`src/hdl/fssp_pkg.sv`:
```
// ----------------------------------------------------------------------------
// fssp_pkg: shared types and constants of the fan soft-start ramp
// Level scale, reciprocal constants, datapath operations and status bundle.
// ----------------------------------------------------------------------------
`default_nettype none

package fssp_pkg;

   // level format: 1/256 percent units
   localparam int LEVEL_W    = 15;
   localparam int START_W    = 7;
   localparam int DUTY_W     = 9;
   localparam int MUL_W      = 24;
   localparam int PROD_W     = 2 * MUL_W;
   localparam int DUTY_FULL_W = 17;

   localparam logic [LEVEL_W-1:0] FULL_SCALE = 15'd25600;
   localparam logic [LEVEL_W-1:0] ONE_PCT    = 15'd256;
   localparam logic [LEVEL_W-1:0] HALF_LEVEL = 15'd12800;
   // largest old target still counted as stopped (10 * t < 256)
   localparam logic [LEVEL_W-1:0] KICK_MAX   = 15'd25;
   localparam logic [START_W-1:0] START_MAX  = 7'd100;

   // reciprocal of 10, exact for values below 2^15
   localparam logic [MUL_W-1:0] RECIP10        = 24'd52429;
   localparam int               RECIP10_SHIFT  = 19;
   // reciprocal of 100, exact for products of level and percent
   localparam logic [MUL_W-1:0] RECIP100_A     = 24'd2684355;
   localparam int               RECIP100_A_SHIFT = 28;
   localparam int               SCALED_W       = 22;
   // reciprocal of 100, exact for drive * period / 256
   localparam logic [MUL_W-1:0] RECIP100_B     = 24'd10737419;
   localparam int               RECIP100_B_SHIFT = 30;
   localparam int               PRE_SHIFT      = 8;
   localparam int               PRE_W          = 23;

   // datapath operations issued by the controller
   typedef enum logic [3:0] {
      OP_NONE       = 4'd0,
      OP_SET        = 4'd1,
      OP_MUL_GAP    = 4'd2,
      OP_UPDATE     = 4'd3,
      OP_MUL_SCALE  = 4'd4,
      OP_MUL_DIV1   = 4'd5,
      OP_LOAD_DRIVE = 4'd6,
      OP_MUL_PERIOD = 4'd7,
      OP_MUL_DIV2   = 4'd8,
      OP_LOAD_RSP   = 4'd9
   } op_type;

   // status from datapath to controller
   typedef struct packed {
      logic far;
      logic duty_ok;
   } status_type;

endpackage

`default_nettype wire

```
`src/hdl/fssp_dp.sv`:
```
// ----------------------------------------------------------------------------
// fssp_dp: ramp datapath
// Target and level registers, start offset, one shared multiplier with a
// product register, drive register and result register.
// ----------------------------------------------------------------------------
`default_nettype none

module fssp_dp #(
   parameter int PWM_PERIOD = 333
) (
   input  wire                               clock,
   input  wire                               reset,
   input  fssp_pkg::op_type                  op,
   input  wire  [fssp_pkg::LEVEL_W-1:0]      req_target_level,
   input  wire                               csr_wr_en,
   input  wire  [fssp_pkg::START_W-1:0]      csr_wr_data,
   output fssp_pkg::status_type              status,
   output logic [fssp_pkg::DUTY_W-1:0]       rsp_duty_counts
);
   import fssp_pkg::*;

   localparam logic [DUTY_FULL_W-1:0] PERIOD       = DUTY_FULL_W'(PWM_PERIOD);
   localparam logic [DUTY_FULL_W-1:0] PERIOD_TENTH = DUTY_FULL_W'(PWM_PERIOD / 10);

   logic [LEVEL_W-1:0]  target_ff, target_in;
   logic [LEVEL_W-1:0]  level_ff, level_in;
   logic [START_W-1:0]  start_ff;
   logic                neg_ff;
   logic [PROD_W-1:0]   prod_ff;
   logic [LEVEL_W-1:0]  drive_ff;
   logic [DUTY_W-1:0]   rsp_duty_ff;

   logic [START_W-1:0]  start_sat;
   logic                neg;
   logic [LEVEL_W-1:0]  mag;
   logic [LEVEL_W-1:0]  t_sat;
   logic [LEVEL_W-1:0]  step;
   logic [LEVEL_W-1:0]  drive_in;
   logic [DUTY_FULL_W-1:0] duty;
   logic [MUL_W-1:0]    mul_a, mul_b;
   logic                mul_en;

   // start offset, values above 100 taken as 100
   assign start_sat = (start_ff > START_MAX) ? START_MAX : start_ff;

   // gap between target and level
   assign neg = target_ff < level_ff;
   assign mag = neg ? (level_ff - target_ff) : (target_ff - level_ff);

   // saturated new target
   assign t_sat = (req_target_level > FULL_SCALE) ? FULL_SCALE : req_target_level;

   // tenth of the gap from the reciprocal product
   assign step = prod_ff[RECIP10_SHIFT +: LEVEL_W];

   // drive level: scaled level plus offset, zero when the level is at or below 1% (fan off)
   assign drive_in = (level_ff > ONE_PCT)
                   ? LEVEL_W'(prod_ff[RECIP100_A_SHIFT +: LEVEL_W]
                              + {start_sat, 8'd0})
                   : '0;

   // duty counts after the second divide by 100
   assign duty = prod_ff[RECIP100_B_SHIFT +: DUTY_FULL_W];

   assign status.far     = mag > ONE_PCT;
   assign status.duty_ok = (duty + PERIOD_TENTH) < PERIOD;

   // multiplier operand select
   always_comb begin
      mul_a  = '0;
      mul_b  = '0;
      mul_en = 1'b1;
      unique case (op)
         OP_MUL_GAP: begin
            mul_a = MUL_W'(mag);
            mul_b = RECIP10;
         end
         OP_MUL_SCALE: begin
            mul_a = MUL_W'(level_ff);
            mul_b = MUL_W'(START_MAX - start_sat);
         end
         OP_MUL_DIV1: begin
            mul_a = MUL_W'(prod_ff[SCALED_W-1:0]);
            mul_b = RECIP100_A;
         end
         OP_MUL_PERIOD: begin
            mul_a = MUL_W'(drive_ff);
            mul_b = MUL_W'(PWM_PERIOD);
         end
         OP_MUL_DIV2: begin
            mul_a = MUL_W'(prod_ff[PRE_SHIFT +: PRE_W]);
            mul_b = RECIP100_B;
         end
         default: mul_en = 1'b0;
      endcase
   end

   // target and level next values
   always_comb begin
      target_in = target_ff;
      level_in  = level_ff;
      case (op)
         OP_SET: begin
            target_in = t_sat;
            if (target_ff <= KICK_MAX && t_sat > ONE_PCT) begin
               level_in = HALF_LEVEL;
            end
         end
         OP_UPDATE: begin
            level_in = neg_ff ? (level_ff - step) : (level_ff + step);
         end
         default: ;
      endcase
   end

   // state registers
   always_ff @(posedge clock) begin
      if (reset) begin
         target_ff <= '0;
         level_ff  <= '0;
         start_ff  <= '0;
      end else begin
         target_ff <= target_in;
         level_ff  <= level_in;
         if (csr_wr_en) begin
            start_ff <= csr_wr_data;
         end
      end
   end

   // working registers
   always_ff @(posedge clock) begin
      if (mul_en) begin
         prod_ff <= PROD_W'(mul_a) * PROD_W'(mul_b);
      end
      if (op == OP_MUL_GAP) begin
         neg_ff <= neg;
      end
      if (op == OP_LOAD_DRIVE) begin
         drive_ff <= drive_in;
      end
      if (op == OP_LOAD_RSP) begin
         rsp_duty_ff <= duty[DUTY_W-1:0];
      end
   end

   assign rsp_duty_counts = rsp_duty_ff;

endmodule

`default_nettype wire

```
`src/hdl/fssp_ctrl.sv`:
```
// ----------------------------------------------------------------------------
// fssp_ctrl: ramp sequencer
// Accepts requests, steps the datapath through the multiply chain of a tick
// and owns the result valid flag.
// ----------------------------------------------------------------------------
`default_nettype none

module fssp_ctrl (
   input  wire                   clock,
   input  wire                   reset,
   input  wire                   req_valid,
   output logic                  req_ready,
   input  wire                   req_cmd,
   output logic                  rsp_valid,
   input  wire                   rsp_ready,
   input  fssp_pkg::status_type  status,
   output fssp_pkg::op_type      op
);
   import fssp_pkg::*;

   typedef enum logic [7:0] {
      S_IDLE   = 8'b0000_0001,
      S_STEP   = 8'b0000_0010,
      S_SCALE  = 8'b0000_0100,
      S_DIV1   = 8'b0000_1000,
      S_DRIVE  = 8'b0001_0000,
      S_PERIOD = 8'b0010_0000,
      S_DIV2   = 8'b0100_0000,
      S_EMIT   = 8'b1000_0000
   } state_type;

   state_type state_ff, state_in;
   logic      rsp_valid_ff, rsp_valid_in;
   logic      rsp_free;

   assign req_ready = state_ff == S_IDLE;
   assign rsp_free  = !rsp_valid_ff || rsp_ready;

   // next state and datapath operation
   always_comb begin
      state_in = state_ff;
      op       = OP_NONE;
      unique case (state_ff)
         S_IDLE: begin
            if (req_valid) begin
               if (!req_cmd) begin
                  op = OP_SET;
               end else if (status.far) begin
                  op       = OP_MUL_GAP;
                  state_in = S_STEP;
               end
            end
         end
         S_STEP: begin
            op       = OP_UPDATE;
            state_in = S_SCALE;
         end
         S_SCALE: begin
            op       = OP_MUL_SCALE;
            state_in = S_DIV1;
         end
         S_DIV1: begin
            op       = OP_MUL_DIV1;
            state_in = S_DRIVE;
         end
         S_DRIVE: begin
            op       = OP_LOAD_DRIVE;
            state_in = S_PERIOD;
         end
         S_PERIOD: begin
            op       = OP_MUL_PERIOD;
            state_in = S_DIV2;
         end
         S_DIV2: begin
            op       = OP_MUL_DIV2;
            state_in = S_EMIT;
         end
         S_EMIT: begin
            // drop duty too close to the period, else wait for a free slot
            if (!status.duty_ok) begin
               state_in = S_IDLE;
            end else if (rsp_free) begin
               op       = OP_LOAD_RSP;
               state_in = S_IDLE;
            end
         end
         default: state_in = S_IDLE;
      endcase
   end

   // result valid flag
   always_comb begin
      rsp_valid_in = rsp_valid_ff;
      if (rsp_valid_ff && rsp_ready) begin
         rsp_valid_in = 1'b0;
      end
      if (op == OP_LOAD_RSP) begin
         rsp_valid_in = 1'b1;
      end
   end

   always_ff @(posedge clock) begin
      if (reset) begin
         state_ff     <= S_IDLE;
         rsp_valid_ff <= 1'b0;
      end else begin
         state_ff     <= state_in;
         rsp_valid_ff <= rsp_valid_in;
      end
   end

   assign rsp_valid = rsp_valid_ff;

`ifndef ASSERT_OFF
   // a far tick request starts the level update next cycle
   a_tick_starts: assert property (@(posedge clock) disable iff (reset)
      (state_ff == S_IDLE && req_valid && req_cmd && status.far) |=> state_ff == S_STEP)
      else $error("far tick did not start the ramp step");

   // a result is loaded only for an acceptable duty
   a_load_ok: assert property (@(posedge clock) disable iff (reset)
      (op == OP_LOAD_RSP) |-> (state_ff == S_EMIT && status.duty_ok))
      else $error("result loaded outside emit or with duty too high");

   // a pending result is never overwritten
   a_no_overwrite: assert property (@(posedge clock) disable iff (reset)
      (op == OP_LOAD_RSP) |-> rsp_free)
      else $error("pending result overwritten");
`endif

endmodule

`default_nettype wire

```
`src/hdl/fan_soft_start_pwm_ramp.sv`:
```
// ----------------------------------------------------------------------------
// fan_soft_start_pwm_ramp: fan drive soft-start ramp to PWM compare counts
// Usage:
//   req channel (valid/ready): req_cmd 0 sets a new target level (1/256 %),
//   req_cmd 1 is one ramp tick. Set requests never give a result.
//   rsp channel (valid/ready): rsp_duty_counts is the new PWM compare value.
//   csr_wr_en/csr_wr_data write start_percent; write only while idle.
// Sequence:
//   a set request, or a tick whose gap is within 1%, is done in the idle state
//   and gives no result. A tick that moves the level runs the sequencer through
//   8 states on one shared 24x24 multiplier (tenth of gap, scale, /100,
//   period, /100); a new request is taken only once it is back in idle.
//   A tick whose duty is too close to the period gives no result.
// Reset: synchronous; target, level and start offset return to zero.
// Stall: a result waits in the output register; the block still accepts the
//   next request and holds a new tick result in its last state until the
//   output register is free.
// ----------------------------------------------------------------------------
`default_nettype none

module fan_soft_start_pwm_ramp #(
   parameter int PWM_PERIOD = 333
) (
   input  wire                               clock,
   input  wire                               reset,
   input  wire                               req_valid,
   output logic                              req_ready,
   input  wire                               req_cmd,
   input  wire  [fssp_pkg::LEVEL_W-1:0]      req_target_level,
   output logic                              rsp_valid,
   input  wire                               rsp_ready,
   output logic [fssp_pkg::DUTY_W-1:0]       rsp_duty_counts,
   input  wire                               csr_wr_en,
   input  wire  [fssp_pkg::START_W-1:0]      csr_wr_data
);
   import fssp_pkg::*;

   op_type     op;
   status_type status;

   // sequencer
   fssp_ctrl u_ctrl (
      .clock     (clock),
      .reset     (reset),
      .req_valid (req_valid),
      .req_ready (req_ready),
      .req_cmd   (req_cmd),
      .rsp_valid (rsp_valid),
      .rsp_ready (rsp_ready),
      .status    (status),
      .op        (op)
   );

   // datapath
   fssp_dp #(
      .PWM_PERIOD (PWM_PERIOD)
   ) u_dp (
      .clock            (clock),
      .reset            (reset),
      .op               (op),
      .req_target_level (req_target_level),
      .csr_wr_en        (csr_wr_en),
      .csr_wr_data      (csr_wr_data),
      .status           (status),
      .rsp_duty_counts  (rsp_duty_counts)
   );

endmodule

`default_nettype wire
```
`config.mk`:
```
export PLATFORM = sky130hd
export DESIGN_NAME = fan_soft_start_pwm_ramp
export DESIGN_NICKNAME = d
export VERILOG_FILES = /design/src/hdl/fssp_pkg.sv /design/src/hdl/fssp_dp.sv /design/src/hdl/fssp_ctrl.sv /design/src/hdl/fan_soft_start_pwm_ramp.sv
export SDC_FILE = /design/constraint.sdc
export NUM_CORES = 1
export LEC_CHECK = 0
export BUFFER_PORTS_ARGS = -buffer_cell sky130_fd_sc_hd__buf_2
export CELL_PAD_IN_SITES_DETAIL_PLACEMENT = 0
export CELL_PAD_IN_SITES_GLOBAL_PLACEMENT = 1
export CORE_MARGIN = 4
export CORE_UTILIZATION = 45
export CTS_CLUSTER_SIZE = 16
export DETAILED_ROUTE_END_ITERATION = 10
export PLACE_DENSITY_LB_ADDON = 0.2
export SLEW_MARGIN = 20
export SYNTH_ARGS = -nofsm -noshare
export SYNTH_HDL_FRONTEND = slang
export SYNTH_SLANG_ARGS = --single-unit
```
`constraint.sdc`:
```
create_clock -name clock -period 11.9 [get_ports clock]
set_clock_uncertainty 0.1 [all_clocks]
set_input_delay 0.595 -clock clock [delete_from_list [all_inputs] [get_ports clock]]
set_output_delay 0.595 -clock clock [all_outputs]
set_load 0.005 [all_outputs]
```
==> After elaboration in Yosys (flattened, before gate mapping) <==
Cells that the tools add are included.
Widths: inputs -> output; s select.
{ "totals": {"inputBits": 28, "ff_bits": 118, "word_cells": 79, "output_inout_bits": 11} }
{ "op_classes": {"muxes": 23, "mul": 1, "magnitude_cmp": 8, "n_eq_ne": 22, "addsub": 7, "reduce_logical": 9} }
{ "op_table": {"columns": ["cell", "n"], "rows": [
  ["$pmux 24 s5", 1],
  ["$pmux 23 s5", 1],
  ["$pmux 8 s8", 1],
  ["$mux 15", 4],
  ["$mul 23x24->47", 1],
  ["$gt 15x9->1 const B", 3],
  ["$sub 15x15->15", 3],
  ["$mux 8", 5],
  ["$pmux 4 s8", 1],
  ["$add 15x15->15", 2],
  ["$pmux 15 s2", 1],
  ["$add 17x6->17 const B", 1],
  ["$lt 17x9->1 const B", 1],
  ["$eq 4x3->1 const B", 4],
  ["$mux 4", 4],
  ["$gt 15x15->1 const B", 1],
  ["$le 15x5->1 const B", 1],
  ["$lt 15x15->1", 1],
  ["$eq 4x2->1 const B", 2],
  ["$eq 4x4->1 const B", 2],
  ["$eq 8x1->1 const B", 1],
  ["$eq 8x2->1 const B", 1],
  ["$eq 8x3->1 const B", 1],
  ["$eq 8x4->1 const B", 1],
  ["other kinds (20)", 26]
]} }

==> Logic depth before layout (Yosys ltp) <==
Gate-level depths: netlist of the first run.
{ "depth": {"depth_word": 10, "depth_mapped": 42, "ltp_nobuf": 39} }

==> Modules after synthesis <==
A second synthesis of the first run with hierarchy kept.
{ "hier_totals": {"cells_unflattened": 2629, "area_unflattened_um2": 24200.7} }
{ "by_module_without_submodules": {"columns": ["mod", "seq_area_each_um2", "cells_each", "n_inst", "area_per_inst_um2"], "rows": [
  ["fssp_dp", 2902.8, 2576, 1, 23704.0],
  ["fssp_ctrl", 180.2, 53, 1, 496.7]
]} }

==> Worst setup path before layout of the first run <==
OpenSTA, ideal clock, no wires.
{ "synth_path": {"kind": "reg2reg", "startpoint": "register u_dp.level_ff[8]", "endpoint": "register u_dp.prod_ff[46] (data pin)", "arrival_time_ps": 9895, "synth_period_minus_slack_ps": 10254, "setup_time_ps": 259, "path_buffers": 4, "stages_incl_launch_ff": 42, "setup_slack_ps": 1646, "required_ps": 11541, "path_cell_list": "dfxtp_1 inv_1 ha_1 buf_4 a21oi_1 o21ai_1 a211oi_2 buf_4 a22oi_1 a211oi_1 nor2_1 a41oi_1 o31ai_4 inv_2 buf_6 buf_6 nor2_1 a21o_1 (+6 left out) fa_1 inv_1 fa_1 inv_1 fa_1 inv_1 fa_1 inv_1 ha_1 and2_1 a311o_1 or4b_2 nand2_1 o21ai_0 a21o_1 a221o_1 a21oi_1 xnor2_1"} }
{ "synth_via": {"elab_chain_cells": 10, "elab_cells_between_ends": 17, "classes_between": "2 x add/sub; 1 x mul; 2 x order compare; 5 x eq/ne; 7 x mux"} }
{ "synth_lines": {"columns": ["element", "line", "source"], "rows": [
  ["start, declared", "fssp_dp.sv:26", "logic [LEVEL_W-1:0] level_ff, level_in;"],
  ["start signal, assigned", "fssp_dp.sv:124", "level_ff <= level_in;"],
  ["$sub 15x15->15 / $lt 15x15->1 (equally long branches)", "fssp_dp.sv:48, fssp_dp.sv:47", null],
  ["$mux 15", "fssp_dp.sv:48", "assign mag = neg ? (level_ff - target_ff) : (target_ff - level_ff);"],
  ["$gt 15x9->1", "fssp_dp.sv:65", "assign status.far = mag > ONE_PCT;"],
  ["$mux 2", "fssp_ctrl.sv:48", "end else if (status.far) begin"],
  ["$mux 4", "fssp_ctrl.sv:46", "if (!req_cmd) begin"],
  ["$mux 4", "fssp_ctrl.sv:45", "if (req_valid) begin"],
  ["$pmux 4 s8", "fssp_ctrl.sv:43", "unique case (state_ff)"],
  ["$eq 4x4->1, or another cell as far along", "fssp_dp.sv:73", "unique case (op)"],
  ["$pmux 23 s5 / $pmux 24 s5 (equally long branches)", "fssp_dp.sv:73", null],
  ["$mul 23x24->47 *", "fssp_dp.sv:134", "prod_ff <= PROD_W'(mul_a) * PROD_W'(mul_b);"],
  ["end signal, assigned", "fssp_dp.sv:134", null],
  ["end, declared", "fssp_dp.sv:29", "logic [PROD_W-1:0] prod_ff;"]
]} }
Mark *: on every way between the ends. The rest lies on a longest branch, timed or not.
A chain may end at the register's enable or synchronous reset.

==> Worst setup path after layout of the first run <==
{ "layout_path": {"startpoint": "register u_dp.level_ff[7]", "endpoint": "register u_dp.prod_ff[46] (data pin)"} }
{ "layout_via": {"elab_chain_cells": 10, "elab_cells_between_ends": 17, "classes_between": "2 x add/sub; 1 x mul; 2 x order compare; 5 x eq/ne; 7 x mux"} }
{ "layout_lines": {"columns": ["element", "line", "source"], "rows": [
  ["$lt 15x15->1 *", "fssp_dp.sv:47", "assign neg = target_ff < level_ff;"],
  ["via u_dp.neg", "fssp_dp.sv:34", "logic neg;"],
  ["$mux 15 *", "fssp_dp.sv:48", null],
  ["$gt 15x9->1", "fssp_dp.sv:65", null],
  ["$mux 2", "fssp_ctrl.sv:48", null],
  ["$mux 4", "fssp_ctrl.sv:46", null],
  ["$mux 4", "fssp_ctrl.sv:45", null],
  ["$pmux 4 s8", "fssp_ctrl.sv:43", null],
  ["$eq 4x4->1, or another cell as far along", "fssp_dp.sv:73", null],
  ["$pmux 23 s5 / $pmux 24 s5 (equally long branches)", "fssp_dp.sv:73", null],
  ["$mul 23x24->47 *", "fssp_dp.sv:134", null]
]} }
Mark *: on every way through the listed nets, which the timed path passes. The rest lies on a longest branch.

==> flow_summary.json, run 1 <==
{
  "outcome": "finished clean",
  "synthArstFlopShare_pct": 0,
  "fin_tns_setup_ns": 0,
  "dp.cells": 3482,
  "clockPowerShare_pct": 9.4,
  "drv_cap": 0,
  "wirelength_um": 79500,
  "cts_made_buffers": 17,
  "ir_drop_uv": 277,
  "fin_crit_ns": 11.38,
  "antenna_found_initial": 1,
  "start_util_pct": 45.4,
  "final_antenna_net_count": 0,
  "cts_sinks": 118,
  "critPathKind": "register to register",
  "rrSetupSlack_ns": 0.52,
  "grt_pass1_vias": 20000,
  "gr-usage-met2_pct": 44.5,
  "avgViaCountPerCell": 5.43,
  "fmax_mhz": 87.9,
  "multi_input_area_um2": 19100,
  "cp.arrival_ns": 11.47,
  "synth_edf_count": 72,
  "p_switching_uw": 2860,
  "drc_errors": 0,
  "hold_violations": 0,
  "overflow": 0,
  "grt_max_degree": 48,
  "gp_congestion": 1.01,
  "fp.dieW_um": 241,
  "cp_max_fo": 9,
  "critPathLaunchType": "register",
  "synth_cell_types": 85,
  "pwr-share-comb_pct": 76.2,
  "core_area_um2": 53800,
  "grt_util_met1_pct": 40.0,
  "yosys.area.top_type": "fa_1",
  "endpoint_kind": "register",
  "relSlewSlack_pct": 25.1,
  "synthFlopType": "edfxtp_1",
  "yosys_warnings": 0,
  "synthTopCellsByArea": "fa_1 38%, ha_1 12%, inv_1 10%",
  "synth.avg_cell_area_um2": 9.26,
  "synth_most_common_cell": "inv_1",
  "hpwl_um": 69100,
  "fin_nets": 3523,
  "powerDensity_nw_per_um2": 202,
  "critPathMaxStageDelay_ns": 0.62,
  "hp-class": "primary input to register",
  "power_frac_seq_pct": 14.4,
  "p_int_uw": 2530,
  "synth_commonest_cells": "672 x inv_1, 463 x fa_1, 226 x ha_1, 197 x nor2_1, 169 x nand2_1",
  "grt_use_met3_pct": 5.34,
  "n_fill_cell": 5214,
  "synth_top_area_share_pct": 37.9,
  "grt_usage_pct": 28.4,
  "grt_busiest_layer": "met2",
  "seqCellArea_um2": 3080,
  "finalNonFillerCells": 3515,
  "vias": 19100,
  "io_buffers": 38,
  "period_share_pct": 95.6,
  "drtPass1Iterations": 5,
  "clk_pin_slew_ns": 0.06,
  "power_uw": 5390,
  "cts_buffer_depth": 2,
  "ys_seq_area_share_pct": 12.6,
  "p_leak_uw": 0.0137,
  "netlist_instances": 2641,
  "htreeDepth": 4,
  "die-area_um2": 58100,
  "setup_viol": 0,
  "insertion_delay_ns": 0.43,
  "avgRoutedWirePerCell_um": 22.6,
  "critPathSlowestCell": "or4b_2",
  "die_y_um": 241,
  "netlist_area_um2": 24500,
  "fin_area_um2": 26700,
  "cts_tree": "done",
  "grt_pass1_wl_um": 122000,
  "placed_area_um2": 26100,
  "switching_share_pct": 53.1,
  "syn_to_final_growth_pct": 9.35,
  "crit_required_ns": 11.99,
  "drt-initial-drc-count": 1709,
  "drive_gt1_share_pct": 6.74,
  "rows": 85,
  "slew_violations": 0,
  "grt_setup_unrepaired": "no",
  "tightest_slew_ns": 1.11,
  "ys_ff_latch": 118,
  "utilization_pct": 49.7,
  "io_pins": 39,
  "diodes": 0,
  "cts_root_buf": "clkbuf_16"
}
[registers in the layout, summed over array words and instances (netlist names)]
signal / count
u_dp.neg_ff: 1
u_ctrl.rsp_valid: 1
u_dp.start_ff: 7
u_ctrl.state_ff: 8
u_dp.level_ff: 15
u_dp.prod_ff: 47
u_dp.target_ff: 15
u_dp.drive_ff: 15
u_dp.rsp_duty_counts: 9
[layer usage]
layer	wire length [um]	share of wire [%]
met5	13	0.016
met4	3280	4.1
met3	6250	7.9
met2	36200	45
met1	33800	43
[placed cells by master (no fill, tap or decap), drive strengths merged, types with 23 or more instances in the layout]
master,synthesis,routed
a21o,34,34
a21oi,108,108
a22oi,24,24
and2,32,32
buf,14,95
conb,2,105
dfxtp,46,46
edfxtp,72,72
fa,463,463
ha,226,226
inv,673,677
nand2,170,170
nand2b,26,26
nor2,197,197
nor2b,26,26
nor3,23,23
nor4,23,23
o21ai,71,71
or2,29,29
xnor2,61,61
[worst max-delay path, delay by kind of cell, from the launching register on]
kind            cells  cell delay, ns
compound gates     10            2.81
simple gates        8            2.54
buf+inv             8            0.83
xor+xnor            2            0.33
fa+ha+maj           9            4.10
flops               1            0.43
[metrics by stage]
step,hold slack (ns),setup slack [ns]
after floorplan,0.369,1.65
after global placement,0.401,0.423
after detailed placement,0.408,0.233
after CTS,0.288,0.191
after global routing,0.295,0.0272
final,0.300,0.519
[repair_timing]
item	CTS	global route
buffers inserted	0	1
endpoints found under the setup margin	0	12
gates resized for setup	0	9
hold buffers	0	0
[final timing paths]
check / from / endpoint / cells past startpoint
max: u_dp.level_ff[7]$_SDFFE_PP0P_ / u_dp.prod_ff[46]$_DFFE_PP_ / 37
min: csr_wr_data[5] / u_dp.start_ff[5]$_SDFFE_PP0P_ / 3
max reg2reg: u_dp.level_ff[7]$_SDFFE_PP0P_ / u_dp.prod_ff[46]$_DFFE_PP_ / 37
min reg2reg: u_dp.start_ff[1]$_SDFFE_PP0P_ / u_dp.start_ff[1]$_SDFFE_PP0P_ / 2
[kinds of logic after synthesis]
kind of cell	share of synthesized area [%]
compound gates	10.6
xor+xnor	2.97
fa+ha+maj	49.5
buf+inv	11.3
flops	12.6
mux	0.752
other cells	0.0307
simple gates	12.3
[power by group through the flow]
stage	Sequential, uW	Clock [uW]	Combinational [uW]
6_report	777	508	4110
5_1_grt	781	533	4560
3_3_place_gp	780	0	4000
3_5_place_dp	778	0	4000
4_1_cts	773	514	4050
2_1_floorplan	696	0	2840
[final cells by class]
class / count / area share [%]
clock buffer: 20 / 1.79
clock inverter: 12 / 0.342
inverter: 675 / 9.49
multi-input combinational: 1899 / 71.3
sequential: 118 / 11.5
tap: 696 / 3.26
timing repair buffer: 95 / 2.31
Note: power is estimated with default switching activity, not from simulation.
==> run 2: changes to the inputs <==
Settings changed: SKIP_CTS_REPAIR_TIMING from default to 1.
Clock period 11.9 ns to 14.48 ns, I/O delays scaled along.
==> run 2 against run 1 <==
  * Critical path depth fell by 2
  * Flip-flop and latch count stayed put
  * Final cell count shrank 1.2%
  * Critical path type unchanged
  * Largest cell class unchanged
  * Largest power group unchanged
==> flow_summary.json, run 2 (same netlist as run 1, synthesis figures left out) <==
{
  "outcome": "finished clean",
  "syn_to_final_growth_pct": 8.12,
  "final_cell_mix": "672 x inv_1, 463 x fa_1, 226 x ha_1, 196 x nor2_1, 169 x nand2_1",
  "tightest_slew_ns": 1.27,
  "fmax_mhz": 77.0,
  "cts_root_buf": "clkbuf_16",
  "cp.arrival_ns": 13.08,
  "gp_congestion": 1.02,
  "insertion_delay_ns": 0.45,
  "largest_register_ffs": 47,
  "fin_crit_ns": 12.99,
  "crit_required_ns": 14.57,
  "grt_usage_pct": 28.4,
  "avgRoutedWirePerCell_um": 22.9,
  "period_share_pct": 89.7,
  "critPathLaunchType": "register",
  "ir_drop_uv": 210,
  "hold_violations": 0,
  "cts_made_buffers": 17,
  "cp_max_fo": 9,
  "overflow": 0,
  "diodes": 0,
  "vias": 18800,
  "io_pins": 39,
  "hold_slack_ns": 0.410,
  "final_common_cell": "inv_1",
  "slew_violations": 0,
  "drtPass1Iterations": 6,
  "cts_buffer_depth": 2,
  "htreeDepth": 4,
  "drv_cap": 0,
  "cp_common_cell": "fa_1",
  "critPathKind": "register to register",
  "clk_pin_slew_ns": 0.06,
  "fin_tns_setup_ns": 0,
  "die-area_um2": 58100,
  "start_util_pct": 45.4,
  "fp.dieW_um": 241,
  "grt_pass1_wl_um": 121000,
  "p_leak_uw": 0.0135,
  "relSlewSlack_pct": 15.0,
  "critPathSlowestCell": "nor3_1",
  "io_buffers": 38,
  "drt-initial-drc-count": 1371,
  "fin_nets": 3481,
  "cts_sinks": 118,
  "setup_viol": 0,
  "grt_max_degree": 47,
  "powerDensity_nw_per_um2": 167,
  "hpwl_um": 68400,
  "antenna_found_initial": 1,
  "largest_register": "u_dp.prod_ff",
  "cts_tree": "done",
  "wirelength_um": 79700,
  "die_y_um": 241,
  "drc_errors": 0,
  "grt_pass1_vias": 19800,
  "critPathMaxStageDelay_ns": 1.05,
  "drive_gt1_share_pct": 5.22,
  "avgViaCountPerCell": 5.41,
  "final_antenna_net_count": 0,
  "rows": 85,
  "hp-class": "register to register",
  "core_area_um2": 53800,
  "grt_setup_unrepaired": "no",
  "endpoint_kind": "register"
}
==> run 2: per-layer routing <==
metal	vias to the layer above	track usage (%)	wire length, um
li1	8470	-	-
met4	0	9.27	2810
met1	9547	39.1	34300
met2	649	45.6	36800
met5	-	0	0
met3	122	5.44	5740
==> run 2: cell type report <==
type	count	area, um^2
clock buffers	24	546
clock inverters	8	55.1
fillers	5213	27400
inverters	675	2530
multi-input cells	1899	19000
flip-flops and latches	118	3080
well taps	696	871
repair buffers	53	303
==> run 2: final timing paths <==
path,from,end,slack (ns),cells past startpoint
worst max-delay path,u_dp.level_ff[10]$_SDFFE_PP0P_,u_dp.prod_ff[46]$_DFFE_PP_,1.49,35
worst min-delay path,u_dp.start_ff[0]$_SDFFE_PP0P_,u_dp.start_ff[0]$_SDFFE_PP0P_,0.41,2
worst max register to register,u_dp.level_ff[10]$_SDFFE_PP0P_,u_dp.prod_ff[46]$_DFFE_PP_,1.49,35
worst min register to register,u_dp.start_ff[0]$_SDFFE_PP0P_,u_dp.start_ff[0]$_SDFFE_PP0P_,0.41,2
==> run 2: worst max-delay path: cells and delay by family (launching register included) <==
family | cells | cell delay, ns
xor+xnor | 2 | 0.47
simple gates | 7 | 3.21
compound gates | 10 | 2.58
buf+inv | 7 | 1.19
fa+ha+maj | 9 | 4.60
flops | 1 | 0.57
==> run 2: metrics by stage <==
step / area, um^2 / instances / total power [uW] / worst slack, ns / utilization (%)
final: 26400 / 3473 / 4430 / 1.49 / 49.1
after floorplan: 24800 / 2744 / 2910 / 4.23 / -
after detailed placement: 25800 / 3441 / 3890 / 1.84 / 48.0
after global routing: 26400 / 3473 / 4840 / 1.13 / 49.1
after global placement: 25800 / 3441 / 3900 / 1.93 / 48.0
after CTS: 26400 / 3473 / 4380 / 1.81 / 49.1
==> run 2: where the power goes <==
group | internal [uW] | switching, uW
combinational | 1260 | 2090
clock | 264 | 179
sequential | 522 | 116
